**config.mk**
```make
export PLATFORM = sky130hd
export DESIGN_NAME = one_wire_temp_sensor_master
export DESIGN_NICKNAME = d
export VERILOG_FILES = /design/src/rtl/owm_pkg.sv /design/src/rtl/owm_core.sv /design/src/rtl/one_wire_temp_sensor_master.sv
export SDC_FILE = /design/constraint.sdc
export NUM_CORES = 1
export LEC_CHECK = 0
export BUFFER_PORTS_ARGS = -buffer_cell sky130_fd_sc_hd__buf_4
export CORE_MARGIN = 4
export CORE_UTILIZATION = 50
export DETAILED_ROUTE_END_ITERATION = 12
export GPL_TIMING_DRIVEN = 0
export PLACE_DENSITY_LB_ADDON = 0.2
export SLEW_MARGIN = 20
export SYNTH_ARGS = -nofsm -noshare
export SYNTH_HDL_FRONTEND = slang
export SYNTH_SLANG_ARGS = --single-unit
```
**constraint.sdc**
```tcl
create_clock -name clk_i -period 10.2 [get_ports clk_i]
set_clock_uncertainty 0.15 [all_clocks]
set_input_delay 2.55 -clock clk_i [delete_from_list [all_inputs] [get_ports clk_i]]
set_output_delay 2.55 -clock clk_i [all_outputs]
set_load 0.005 [all_outputs]
```
**src/rtl/owm_pkg.sv**
```systemverilog
// ----------------------------------------------------------------------------
// owm_pkg
// Types, codes and command bytes shared by the single-wire bus master.
// ----------------------------------------------------------------------------
package owm_pkg;

  // input word, one per clock of bus time
  typedef struct packed {
    logic       tick;
    logic       start_req;
    logic [2:0] operation;
    logic [7:0] write_data;
    logic       bus_level;
  } in_t;

  // result word, one per input word
  typedef struct packed {
    logic        drive_low;
    logic        busy_res;
    logic        done_res;
    logic        no_device;
    logic [15:0] read_value;
  } out_t;

  // timing registers
  typedef struct packed {
    logic [6:0] reset_low_ticks;
    logic [6:0] presence_wait_ticks;
    logic [6:0] recovery_ticks;
    logic [4:0] slot_ticks;
  } cfg_t;

  localparam int unsigned CfgIdxW = 3;
  localparam int unsigned CfgDataW = 7;

  localparam logic [CfgIdxW-1:0] CFG_RESET_LOW     = 3'd0;
  localparam logic [CfgIdxW-1:0] CFG_PRESENCE_WAIT = 3'd1;
  localparam logic [CfgIdxW-1:0] CFG_RECOVERY      = 3'd2;
  localparam logic [CfgIdxW-1:0] CFG_SLOT          = 3'd3;

  localparam logic [6:0] RESET_LOW_DEFAULT     = 7'd60;
  localparam logic [6:0] PRESENCE_WAIT_DEFAULT = 7'd12;
  localparam logic [6:0] RECOVERY_DEFAULT      = 7'd24;
  localparam logic [4:0] SLOT_DEFAULT          = 5'd5;

  localparam logic [6:0] TICK_MAX = 7'd127;

  // operation codes
  localparam logic [2:0] OP_RESET     = 3'd0;
  localparam logic [2:0] OP_WRITE     = 3'd1;
  localparam logic [2:0] OP_READ      = 3'd2;
  localparam logic [2:0] OP_CONVERT   = 3'd3;
  localparam logic [2:0] OP_READ_TEMP = 3'd4;

  // command bytes
  localparam logic [7:0] CMD_SKIP_ROM = 8'hcc;
  localparam logic [7:0] CMD_CONVERT  = 8'h44;
  localparam logic [7:0] CMD_READ_PAD = 8'hbe;

  typedef enum logic [3:0] {
    PH_IDLE     = 4'd0,
    PH_RST_LOW  = 4'd1,
    PH_RST_WAIT = 4'd2,
    PH_RST_REC  = 4'd3,
    PH_WR_LOW   = 4'd4,
    PH_WR_DATA  = 4'd5,
    PH_RD_LOW   = 4'd6,
    PH_RD_SAMP  = 4'd7,
    PH_RD_DATA  = 4'd8,
    PH_GAP      = 4'd9
  } phase_e;

  typedef enum logic [1:0] {
    ACT_RESET = 2'd0,
    ACT_WRITE = 2'd1,
    ACT_READ  = 2'd2,
    ACT_END   = 2'd3
  } act_e;

  typedef struct packed {
    act_e       act;
    logic [7:0] cmd;
  } step_t;

  // what each step of an operation does on the bus
  function automatic step_t action_of(logic [2:0] op, logic [2:0] step);
    step_t r;
    r.act = ACT_END;
    r.cmd = 8'h00;
    unique case (op)
      OP_RESET: begin
        if (step == 3'd0) r.act = ACT_RESET;
      end
      OP_WRITE: begin
        if (step == 3'd0) r.act = ACT_WRITE;
      end
      OP_READ: begin
        if (step == 3'd0) r.act = ACT_READ;
      end
      OP_CONVERT: begin
        if (step == 3'd0) begin
          r.act = ACT_RESET;
        end else if (step == 3'd1) begin
          r.act = ACT_WRITE;
          r.cmd = CMD_SKIP_ROM;
        end else if (step == 3'd2) begin
          r.act = ACT_WRITE;
          r.cmd = CMD_CONVERT;
        end
      end
      OP_READ_TEMP: begin
        if (step == 3'd0) begin
          r.act = ACT_RESET;
        end else if (step == 3'd1) begin
          r.act = ACT_WRITE;
          r.cmd = CMD_SKIP_ROM;
        end else if (step == 3'd2) begin
          r.act = ACT_WRITE;
          r.cmd = CMD_READ_PAD;
        end else if (step == 3'd3 || step == 3'd4) begin
          r.act = ACT_READ;
        end
      end
      default: r.act = ACT_END;
    endcase
    return r;
  endfunction

endpackage

```
**src/rtl/owm_core.sv**
```systemverilog
// ----------------------------------------------------------------------------
// owm_core
// Bus sequencer: timing registers, phase state and one update per input word.
// ----------------------------------------------------------------------------
module owm_core (
  input  logic                         clk_i,
  input  logic                         rst_ni,
  input  logic                         step_en_i,
  input  owm_pkg::in_t                 in_word_i,
  input  logic                         cfg_we_i,
  input  logic [owm_pkg::CfgIdxW-1:0]  cfg_index_i,
  input  logic [owm_pkg::CfgDataW-1:0] cfg_data_i,
  output owm_pkg::out_t                res_o
);

  owm_pkg::cfg_t   cfg_q;
  owm_pkg::phase_e phase_q, phase_d;
  logic [6:0]      tick_cnt_q, tick_cnt_d;
  logic [3:0]      bit_idx_q, bit_idx_d;
  logic [2:0]      step_idx_q, step_idx_d;
  logic [7:0]      shift_q, shift_d;
  logic [15:0]     result_q, result_d;
  logic            absent_q, absent_d;
  logic [2:0]      op_q, op_d;

  // timing registers
  always_ff @(posedge clk_i or negedge rst_ni) begin
    if (!rst_ni) begin
      cfg_q.reset_low_ticks     <= owm_pkg::RESET_LOW_DEFAULT;
      cfg_q.presence_wait_ticks <= owm_pkg::PRESENCE_WAIT_DEFAULT;
      cfg_q.recovery_ticks      <= owm_pkg::RECOVERY_DEFAULT;
      cfg_q.slot_ticks          <= owm_pkg::SLOT_DEFAULT;
    end else if (cfg_we_i) begin
      if (cfg_index_i == owm_pkg::CFG_RESET_LOW) cfg_q.reset_low_ticks <= cfg_data_i;
      if (cfg_index_i == owm_pkg::CFG_PRESENCE_WAIT) cfg_q.presence_wait_ticks <= cfg_data_i;
      if (cfg_index_i == owm_pkg::CFG_RECOVERY) cfg_q.recovery_ticks <= cfg_data_i;
      if (cfg_index_i == owm_pkg::CFG_SLOT) cfg_q.slot_ticks <= cfg_data_i[4:0];
    end
  end

  // sequencer state
  always_ff @(posedge clk_i or negedge rst_ni) begin
    if (!rst_ni) begin
      phase_q    <= owm_pkg::PH_IDLE;
      tick_cnt_q <= '0;
      bit_idx_q  <= '0;
      step_idx_q <= '0;
      shift_q    <= '0;
      result_q   <= '0;
      absent_q   <= 1'b0;
      op_q       <= '0;
    end else if (step_en_i) begin
      phase_q    <= phase_d;
      tick_cnt_q <= tick_cnt_d;
      bit_idx_q  <= bit_idx_d;
      step_idx_q <= step_idx_d;
      shift_q    <= shift_d;
      result_q   <= result_d;
      absent_q   <= absent_d;
      op_q       <= op_d;
    end
  end

  // next state and result for one word
  always_comb begin
    logic [6:0]     cnt_inc;
    logic [6:0]     target;
    logic           hit;
    logic           begin_req;
    logic [2:0]     begin_step;
    logic           done;
    owm_pkg::step_t cur_act;
    owm_pkg::step_t new_act;

    phase_d    = phase_q;
    tick_cnt_d = tick_cnt_q;
    bit_idx_d  = bit_idx_q;
    step_idx_d = step_idx_q;
    shift_d    = shift_q;
    result_d   = result_q;
    absent_d   = absent_q;
    op_d       = op_q;
    begin_req  = 1'b0;
    begin_step = 3'd0;
    done       = 1'b0;

    // tick counter shared by every timed phase
    cnt_inc = (tick_cnt_q < owm_pkg::TICK_MAX) ? tick_cnt_q + 7'd1 : tick_cnt_q;
    unique case (phase_q)
      owm_pkg::PH_RST_LOW:  target = cfg_q.reset_low_ticks;
      owm_pkg::PH_RST_WAIT: target = cfg_q.presence_wait_ticks;
      owm_pkg::PH_RST_REC:  target = cfg_q.recovery_ticks;
      owm_pkg::PH_WR_DATA,
      owm_pkg::PH_RD_DATA:  target = {2'b00, cfg_q.slot_ticks};
      default:              target = 7'd1;
    endcase
    hit = in_word_i.tick && (cnt_inc >= target);

    cur_act = owm_pkg::action_of(op_q, step_idx_q);

    unique case (phase_q)
      owm_pkg::PH_IDLE: begin
        if (in_word_i.start_req && in_word_i.operation <= owm_pkg::OP_READ_TEMP) begin
          op_d     = in_word_i.operation;
          absent_d = 1'b0;
          if (in_word_i.operation == owm_pkg::OP_WRITE) shift_d = in_word_i.write_data;
          if (in_word_i.operation == owm_pkg::OP_READ ||
              in_word_i.operation == owm_pkg::OP_READ_TEMP) result_d = '0;
          begin_req  = 1'b1;
          begin_step = 3'd0;
        end
      end
      owm_pkg::PH_RST_LOW, owm_pkg::PH_WR_LOW, owm_pkg::PH_RD_LOW,
      owm_pkg::PH_WR_DATA, owm_pkg::PH_RD_DATA, owm_pkg::PH_RST_WAIT,
      owm_pkg::PH_RST_REC: begin
        if (in_word_i.tick) tick_cnt_d = cnt_inc;
        if (hit) begin
          tick_cnt_d = '0;
          unique case (phase_q)
            owm_pkg::PH_RST_LOW:  phase_d = owm_pkg::PH_RST_WAIT;
            owm_pkg::PH_RST_WAIT: begin
              absent_d = in_word_i.bus_level;
              phase_d  = owm_pkg::PH_RST_REC;
            end
            owm_pkg::PH_RST_REC: begin
              if (absent_q) begin
                phase_d = owm_pkg::PH_IDLE;
                done    = 1'b1;
              end else begin
                begin_req  = 1'b1;
                begin_step = step_idx_q + 3'd1;
              end
            end
            owm_pkg::PH_WR_LOW:   phase_d = owm_pkg::PH_WR_DATA;
            owm_pkg::PH_WR_DATA: begin
              shift_d   = {1'b0, shift_q[7:1]};
              bit_idx_d = bit_idx_q + 4'd1;
              phase_d   = owm_pkg::PH_GAP;
            end
            owm_pkg::PH_RD_LOW:   phase_d = owm_pkg::PH_RD_SAMP;
            default:              phase_d = owm_pkg::PH_GAP;
          endcase
        end
      end
      owm_pkg::PH_RD_SAMP: begin
        shift_d    = {in_word_i.bus_level, shift_q[7:1]};
        bit_idx_d  = bit_idx_q + 4'd1;
        phase_d    = owm_pkg::PH_RD_DATA;
        tick_cnt_d = '0;
      end
      owm_pkg::PH_GAP: begin
        if (bit_idx_q >= 4'd8) begin
          if (cur_act.act == owm_pkg::ACT_READ) begin
            if (op_q == owm_pkg::OP_READ_TEMP && step_idx_q == 3'd4)
              result_d = {shift_q, result_q[7:0]};
            else
              result_d = {8'h00, shift_q};
          end
          begin_req  = 1'b1;
          begin_step = step_idx_q + 3'd1;
        end else begin
          tick_cnt_d = '0;
          phase_d    = (cur_act.act == owm_pkg::ACT_READ) ? owm_pkg::PH_RD_LOW
                                                          : owm_pkg::PH_WR_LOW;
        end
      end
      default: begin
        phase_d    = owm_pkg::PH_IDLE;
        tick_cnt_d = '0;
      end
    endcase

    // entry into the next step of the operation
    new_act = owm_pkg::action_of(op_d, begin_step);
    if (begin_req) begin
      step_idx_d = begin_step;
      tick_cnt_d = '0;
      bit_idx_d  = '0;
      unique case (new_act.act)
        owm_pkg::ACT_RESET: phase_d = owm_pkg::PH_RST_LOW;
        owm_pkg::ACT_WRITE: begin
          if (op_d != owm_pkg::OP_WRITE) shift_d = new_act.cmd;
          phase_d = owm_pkg::PH_WR_LOW;
        end
        owm_pkg::ACT_READ: begin
          shift_d = '0;
          phase_d = owm_pkg::PH_RD_LOW;
        end
        default: begin
          phase_d = owm_pkg::PH_IDLE;
          done    = 1'b1;
        end
      endcase
    end

    // result word
    res_o.drive_low  = phase_d == owm_pkg::PH_RST_LOW || phase_d == owm_pkg::PH_WR_LOW ||
                       phase_d == owm_pkg::PH_RD_LOW ||
                       (phase_d == owm_pkg::PH_WR_DATA && !shift_d[0]);
    res_o.busy_res   = phase_d != owm_pkg::PH_IDLE;
    res_o.done_res   = done;
    res_o.no_device  = done && absent_d;
    res_o.read_value = result_d;
  end

endmodule

```
**src/rtl/one_wire_temp_sensor_master.sv**
```systemverilog
// ----------------------------------------------------------------------------
// one_wire_temp_sensor_master
// Single-wire bus master with reset, byte write, byte read, convert and
// read-temperature sequences, timed in ticks of a 10 us strobe.
// ----------------------------------------------------------------------------
//  channel   direction  handshake                 payload
//  in        input      in_valid_i / in_stall_o   in_word_i  (owm_pkg::in_t)
//  out       output     out_valid_o / out_stall_i out_word_o (owm_pkg::out_t)
//  cfg       input      cfg_valid_i / cfg_ready_o cfg_index_i, cfg_data_i
//
//  Each accepted input word updates the sequencer state, and its
//  result word is loaded into the output register at the accepting edge.
//  A word can be accepted every cycle; in_stall_o is high only while a held
//  result is stalled downstream. Reset returns the sequencer to idle and the
//  timing registers to 60, 12, 24 and 5 ticks. Config writes are always ready.
// ----------------------------------------------------------------------------
module one_wire_temp_sensor_master (
  input  logic                         clk_i,
  input  logic                         rst_ni,
  input  logic                         in_valid_i,
  output logic                         in_stall_o,
  input  owm_pkg::in_t                 in_word_i,
  output logic                         out_valid_o,
  input  logic                         out_stall_i,
  output owm_pkg::out_t                out_word_o,
  input  logic                         cfg_valid_i,
  output logic                         cfg_ready_o,
  input  logic [owm_pkg::CfgIdxW-1:0]  cfg_index_i,
  input  logic [owm_pkg::CfgDataW-1:0] cfg_data_i
);

  logic          accept;
  logic          out_valid_q, out_valid_d;
  owm_pkg::out_t out_word_q;
  owm_pkg::out_t res;

  assign in_stall_o  = out_valid_q && out_stall_i;
  assign accept      = in_valid_i && !in_stall_o;
  assign cfg_ready_o = 1'b1;

  owm_core u_core (
    .clk_i       (clk_i),
    .rst_ni      (rst_ni),
    .step_en_i   (accept),
    .in_word_i   (in_word_i),
    .cfg_we_i    (cfg_valid_i),
    .cfg_index_i (cfg_index_i),
    .cfg_data_i  (cfg_data_i),
    .res_o       (res)
  );

  // output register valid
  always_comb begin
    out_valid_d = out_valid_q;
    if (accept) begin
      out_valid_d = 1'b1;
    end else if (!out_stall_i) begin
      out_valid_d = 1'b0;
    end
  end

  always_ff @(posedge clk_i or negedge rst_ni) begin
    if (!rst_ni) begin
      out_valid_q <= 1'b0;
    end else begin
      out_valid_q <= out_valid_d;
    end
  end

  // output register word
  always_ff @(posedge clk_i) begin
    if (accept) begin
      out_word_q <= res;
    end
  end

  assign out_valid_o = out_valid_q;
  assign out_word_o  = out_word_q;

endmodule
```
==> results of run 1 <==
critical path: cells and delay by family:
family / cells / cell delay, ps
buffers and inverters: 3 / 280
and+or+nand+nor: 1 / 90
cells by family (layout without fill, tap and decap cells):
| group | Yosys count | in the layout |
|---|---|---|
| xor+xnor | 7 | 7 |
| buf+inv | 46 | 112 |
| fa+ha+maj | 17 | 17 |
| compound gates | 155 | 155 |
| flops | 93 | 93 |
| simple gates | 165 | 165 |
| other cells | 1 | 1 |
| mux | 35 | 35 |
Yosys cell counts, types with 2 or more instances:
master and instances:
a32oi_1 2, nor4bb_1 3, a31oi_1 5, mux2i_1 8, nor4b_1 2, a22o_1 25, and3_1 5, a22oi_1 7
nand2_1 63, a21oi_1 18, nand4_1 6, ha_1 17, a32o_1 2, and2_1 2, dfrtp_1 63, nor4_1 2
o21a_1 7, o21ai_1 2, a221oi_1 6, clkbuf_1 18, or4_1 2, o31ai_1 6, nand2b_1 6, a21o_1 2
o2bb2ai_1 4, a221o_1 2, mux2_2 27, nand4b_1 3, nor3_1 8, inv_1 22, nor2_1 22, o21ai_0 43
or3_1 3, nor2b_1 3, or2_2 2, nor4b_2 2, edfxtp_1 20, o211ai_1 5, dfstp_2 10, xnor2_1 4
nand3_1 23, xor2_1 3, buf_2 3
power breakdown:
group / leakage (nW) / internal, mW / switching, mW
logic: 1.34 / 0.275 / 0.403
registers: 1.13 / 0.459 / 0.0772
clock network: 0.0973 / 0.115 / 0.134
layout make-up:
cell class / count / share of cell area
Buffer: 23 / 0.0169
Clock buffer: 10 / 0.0210
Clock inverter: 6 / 0.0113
Inverter: 23 / 0.0142
Multi-Input combinational cell: 380 / 0.445
Sequential cell: 93 / 0.402
Tap cell: 136 / 0.0280
Timing Repair Buffer: 50 / 0.0614
stage by stage:
step                instances   util  worst slack, ps  instance area, um2  power [mW]
floorplan                 519      -             4830                5320        1.02
global placement          704  0.567             4590                5860        1.18
detailed placement        705  0.569             4570                5880        1.21
CTS                       721  0.588             4570                6070        1.46
global route              721  0.588             4490                6070        1.57
finish                    721  0.588             4580                6070        1.46
worst paths after layout:
| check | end | slack (ps) | cells past startpoint |
|---|---|---|---|
| worst min-delay path | u_core.result_q[11] | 360 | 1 |
| worst max register to register | out_word_o[19] | 4870 | 19 |
| worst max-delay path | in_stall_o | 4580 | 4 |
| worst min register to register | u_core.result_q[11] | 360 | 1 |
| min in group asynchronous | u_core.op_q[0] | 2150 | 1 |
| max in group asynchronous | u_core.cfg_q[25] | 7120 | 1 |
per-layer routing:
layer | vias to the layer above | global-route usage
li1 | 2060 | -
met5 | - | 0
met2 | 206 | 0.363
met1 | 2175 | 0.294
met4 | 0 | 0.0738
met3 | 38 | 0.0382
registers in the layout (all words and copies together), names as in the netlist:
name and count:
u_core.cfg_q 26, out_word_o 20, u_core.result_q 16, u_core.shift_q 8, u_core.tick_cnt_q 7, u_core.bit_idx_q 4
u_core.phase_q 4, u_core.op_q 3, u_core.step_idx_q 3, out_valid_o 1, u_core.absent_q 1
==> results.sh, run 1 <==
export IMPL_r2r_start="u_core.phase_q[1]"
export IMPL_final_hold_violation_count=0
export IMPL_fp_dieArea_um2=12400
export IMPL_min_period_ps=5620
export IMPL_nets=626
export IMPL_cts_buffers=9
export IMPL_num_vias=4479
export IMPL_yosys_area_share_adder=0.0400
export IMPL_highest_layer="met4"
export IMPL_ir_drop_uv=132
export IMPL_h_tree_depth=3
export IMPL_grt_max_degree=74
export IMPL_multi_input_area_um2=2710
export IMPL_track_usage=0.220
export IMPL_ctsLongestPathBuffers=2
export IMPL_regArea_um2=2440
export IMPL_dr_pass1_iters=6
export IMPL_port_buffers=49
export IMPL_synth_xor_area_share=0.0115
export IMPL_critPathKind="input pin to output pin"
export IMPL_wl_met2_um=6430
export IMPL_drive_gt1_frac=0.221
export IMPL_ioPinCount=52
export IMPL_coreArea_um2=10300
export IMPL_finalCritPeriodShare=0.551
export IMPL_fmax_ghz=0.178
export IMPL_first_iter_violations=426
export IMPL_grt_overflow=0
export IMPL_synth_edf_count=20
export IMPL_hp_start="u_core.result_q[11]"
export IMPL_antenna_left=0
export IMPL_slew_headroom=0.376
export IMPL_path_cells="buf_4 -> nand2_1 -> inv_1 -> buf_4"
export IMPL_wl_met1_um=5660
export IMPL_rsz0062_at_grt="no"
export IMPL_dieWidth_um=111
export IMPL_grt_pass1_vias=4321
export IMPL_max_cap_violations=0
export IMPL_fp_row_count=37
export IMPL_clk_latency_ps=370
export IMPL_arrival_ps=2920
export IMPL_wl_met3_um=885
export IMPL_chipHeight_um=111
export IMPL_cp_startpoint="out_stall_i"
export IMPL_synth_compound_area_frac=0.218
export IMPL_hold_class="register to register"
export IMPL_yosys_area_share_simple=0.163
export IMPL_viasPerCell=6.21
export IMPL_startpoint_type="input pin"
export IMPL_synth_mux_area_frac=0.0722
export IMPL_p_leak_nw=2.56
export IMPL_clk_pin_slew_ps=90
export IMPL_holdBufCountCts=0
export IMPL_gp_congestion=0.895
export IMPL_slew_violations=0
export IMPL_mappedNetlistNets=565
export IMPL_synth_top_flop_cell="dfrtp_1"
export IMPL_cp_common_cell="buf_4"
export IMPL_synth_async_reset_ratio=0.785
export IMPL_syn_inst=519
export IMPL_yosysWarnings=0
export IMPL_cts_root_buf="clkbuf_8"
export IMPL_outcome="completed"
export IMPL_wl_um=13300
export IMPL_finalSetupViolCount=0
export IMPL_hold_ws_ps=357
export IMPL_setup_tns_ps=0
export IMPL_synth_distinct_cells=74
export IMPL_syn_avg_cell_area_um2=10.3
export IMPL_synthesis_area_um2=5320
export IMPL_initial_core_util=0.515
export IMPL_syn_to_final_growth_pct=14.2
export IMPL_antenna_found_initial=0
export IMPL_cp_end_kind="output pin"
export IMPL_critPathRequiredTime_ps=7500
export IMPL_cp_max_fo=3
export IMPL_grt_first_pass_wirelength_um=22100
export IMPL_post_cts_setup_buffers=0
export IMPL_synth_top_family_by_area="compound AO/OA/AOI/OAI gates"
export IMPL_yosysSeqAreaShare=0.459
export IMPL_yosys_area_top_type_share=0.296
export IMPL_powerDensity_nw_per_um2=241
export IMPL_hpwl_um=9610
export IMPL_synth_area_leader_cell="dfrtp_1"
export IMPL_worst_path_max_delay_cell="buf_4"
export IMPL_synthTopCellsByArea="dfrtp_1 30%, edfxtp_1 11%, mux2_2 5.7%"
export IMPL_drc=0
export IMPL_antenna_cells=0
export IMPL_mostFrequentLayoutCells="63 x nand2_1, 63 x dfrtp_1, 50 x buf_4, 43 x o21ai_0, 27 x mux2_2"
export IMPL_timing_worst_slew_pin_value_ps=933
export IMPL_ctsResizeCount=0
export IMPL_cts_sinks=93
export IMPL_cts_tree="yes"
export IMPL_synth_seq_cells=93
export IMPL_wl_per_cell_um=18.5
export IMPL_slowest_delay_ps=130
export IMPL_fillers=908
Note: power is estimated with default switching activity, not from simulation.
==> run 2: changes to the inputs <==
--- a/config.mk
+++ b/config.mk
@@ -5,6 +5,7 @@
 export SDC_FILE = /design/constraint.sdc
 export NUM_CORES = 1
 export LEC_CHECK = 0
+export ABC_AREA = 1
 export BUFFER_PORTS_ARGS = -buffer_cell sky130_fd_sc_hd__buf_4
 export CORE_MARGIN = 4
 export CORE_UTILIZATION = 50
==> constraint.sdc (replaced) <==
create_clock -name clk_i -period 4.51 [get_ports clk_i]
set_clock_uncertainty 0.15 [all_clocks]
set_input_delay 1.1275 -clock clk_i [delete_from_list [all_inputs] [get_ports clk_i]]
set_output_delay 1.1275 -clock clk_i [all_outputs]
set_load 0.005 [all_outputs]
==> results.sh, run 2 <==
export IMPL_setup_ws_ps=344
export IMPL_cp_end_kind="register"
export IMPL_antenna_left=0
export IMPL_ir_drop_uv=240
export IMPL_yosys_area_top_type_share=0.303
export IMPL_cts_buffers=9
export IMPL_chipHeight_um=110
export IMPL_coreArea_um2=10200
export IMPL_synth_async_reset_ratio=0.785
export IMPL_r2r_slack_ps=340
export IMPL_holdBufCountCts=0
export IMPL_critPathKind="register to register"
export IMPL_cts_root_buf="clkbuf_8"
export IMPL_outcome="completed"
export IMPL_synth_distinct_cells=50
export IMPL_critPathRequiredTime_ps=4490
export IMPL_antenna_cells=0
export IMPL_synth_seq_cells=93
export IMPL_finalCritPeriodShare=0.924
export IMPL_synth_area_leader_cell="dfrtp_1"
export IMPL_ctsLongestPathBuffers=2
export IMPL_clk_pin_slew_ps=90
export IMPL_p_leak_nw=2.78
export IMPL_syn_avg_cell_area_um2=8.19
export IMPL_clk_latency_ps=370
export IMPL_synthesis_area_um2=5210
export IMPL_first_iter_violations=292
export IMPL_grt_pass1_vias=4402
export IMPL_hold_class="register to register"
export IMPL_max_cap_violations=0
export IMPL_port_buffers=50
export IMPL_gp_congestion=0.897
export IMPL_fp_dieArea_um2=12100
export IMPL_drc=0
export IMPL_syn_to_final_growth_pct=15.3
export IMPL_slowest_delay_ps=480
export IMPL_yosysSeqAreaShare=0.468
export IMPL_yosysWarnings=0
export IMPL_cts_tree="yes"
export IMPL_initial_core_util=0.509
export IMPL_dr_pass1_iters=5
export IMPL_synth_edf_count=20
export IMPL_hpwl_um=9410
export IMPL_fmax_ghz=0.240
export IMPL_wl_per_cell_um=15.3
export IMPL_grt_first_pass_wirelength_um=20700
export IMPL_clock_power_share=0.138
export IMPL_slew_headroom=0.371
export IMPL_wl_um=12900
export IMPL_grt_max_degree=74
export IMPL_internal_power_mw=1.93
export IMPL_hold_ws_ps=342
export IMPL_h_tree_depth=3
export IMPL_final_hold_violation_count=0
export IMPL_antenna_found_initial=0
export IMPL_synthTopCellsByArea="dfrtp_1 30%, edfxtp_1 12%, nand2_1 11%"
export IMPL_track_usage=0.220
export IMPL_regArea_um2=2440
export IMPL_place_ws_ps=-176
export IMPL_timing_worst_slew_pin_value_ps=943
export IMPL_grt_overflow=0
export IMPL_yosysMostFrequentCell="nand2_1"
export IMPL_viasPerCell=5.48
export IMPL_ioPinCount=52
export IMPL_fp_row_count=37
export IMPL_finalSetupViolCount=0
export IMPL_min_period_ps=4170
export IMPL_num_vias=4606
export IMPL_comb_power_share=0.515
export IMPL_mostFrequentLayoutCells="151 x nand2_1, 82 x inv_1, 65 x o21ai_0, 62 x dfrtp_1, 54 x buf_4"
export IMPL_nets=745
export IMPL_fillers=928
export IMPL_yosys_top_cells_count="152 x nand2_1, 82 x inv_1, 65 x o21ai_0"
export IMPL_mappedNetlistNets=682
export IMPL_powerDensity_nw_per_um2=597
export IMPL_syn_inst=636
export IMPL_drive_gt1_frac=0.189
export IMPL_layout_commonest_cell="nand2_1"
export IMPL_cp_max_fo=10
export IMPL_arrival_ps=4150
export IMPL_p_seq_frac=0.346
export IMPL_multi_input_area_um2=2400
export IMPL_switching_share=0.462
export IMPL_synth_top_flop_cell="dfrtp_1"
export IMPL_dieWidth_um=110
export IMPL_worst_path_max_delay_cell="dfrtp_2"
export IMPL_regMostFlops="u_core.cfg_q"
export IMPL_startpoint_type="register"
export IMPL_cp_common_cell="nand2_1"
export IMPL_p_sw_mw=1.66
export IMPL_cts_sinks=93
export IMPL_largest_reg_flops=26
export IMPL_slew_violations=0
export IMPL_setup_tns_ps=0
==> run 2: power groups by stage <==
stage	clock network [mW]	logic, mW	registers (mW)
floorplan	0	1.32	1.22
global placement	0	1.72	1.25
detailed placement	0	1.76	1.25
CTS	0.510	1.78	1.24
global route	0.543	2.07	1.27
finish	0.497	1.85	1.24
==> run 2: path summary, 6_finish.rpt <==
check | depth (start not counted) | startpoint | to
setup reg to reg | 25 | u_core.phase_q[0] | out_word_o[19]
min in group asynchronous | 1 | rst_ni | u_core.step_idx_q[2]
hold reg to reg | 2 | u_core.result_q[7] | u_core.result_q[7]
setup / recovery | 25 | u_core.phase_q[0] | out_word_o[19]
max in group asynchronous | 1 | rst_ni | u_core.phase_q[0]
hold / removal | 2 | u_core.result_q[7] | u_core.result_q[7]
==> run 2: metrics by stage <==
stage               cell area (um2)  instances  utilization  total power [mW]
floorplan                      5210        636            -              2.54
detailed placement             5760        822        0.563              3.01
global route                   6010        840        0.587              3.89
global placement               5760        822        0.563              2.96
CTS                            5930        838        0.580              3.52
finish                         6010        840        0.587              3.59
==> run 2: metal layers <==
| layer | track usage | vias to the layer above | share of wire |
|---|---|---|---|
| met5 | 0 | - | 0 |
| met1 | 0.308 | 2214 | 0.47 |
| met4 | 0.0624 | 0 | 0.0074 |
| met2 | 0.349 | 127 | 0.47 |
| li1 | - | 2255 | - |
| met3 | 0.0443 | 10 | 0.058 |
==> run 2: area by class of cell <==
cell class                      instances  share of cell area
Clock buffer                           10              0.0212
Sequential cell                        93               0.406
Multi-Input combinational cell        433               0.399
Inverter                               96              0.0604
Clock inverter                          6             0.00625
Buffer                                 14              0.0108
Timing Repair Buffer                   52              0.0671
Tap cell                              136              0.0283
==> run 2: worst max-delay path, delay by kind of cell (launching register included) <==
kind | cells | cell delay, ps
and+or+nand+nor | 16 | 1700
DFF | 1 | 480
buffers and inverters | 3 | 230
AOI/OAI and AO/OA | 4 | 740
adders and majority gates | 2 | 640
==> run 2: kinds of logic (layout without fill, tap and decap cells) <==
kind of cell | Yosys count | after routing | synth area share
AOI/OAI and AO/OA | 144 | 144 | 0.169
adders and majority gates | 17 | 17 | 0.0408
other | 1 | 1 | 0.000720
xor gates and xnor gates | 4 | 4 | 0.00672
DFF | 93 | 93 | 0.468
and+or+nand+nor | 267 | 267 | 0.233
buffers and inverters | 110 | 178 | 0.0814
==> run 2: repair_timing <==
item,in CTS,in global routing
setup endpoints to repair,10,12
buffers inserted,0,2
endpoints found under the hold margin,0,0
resized for setup,2,12
pin swaps,0,1
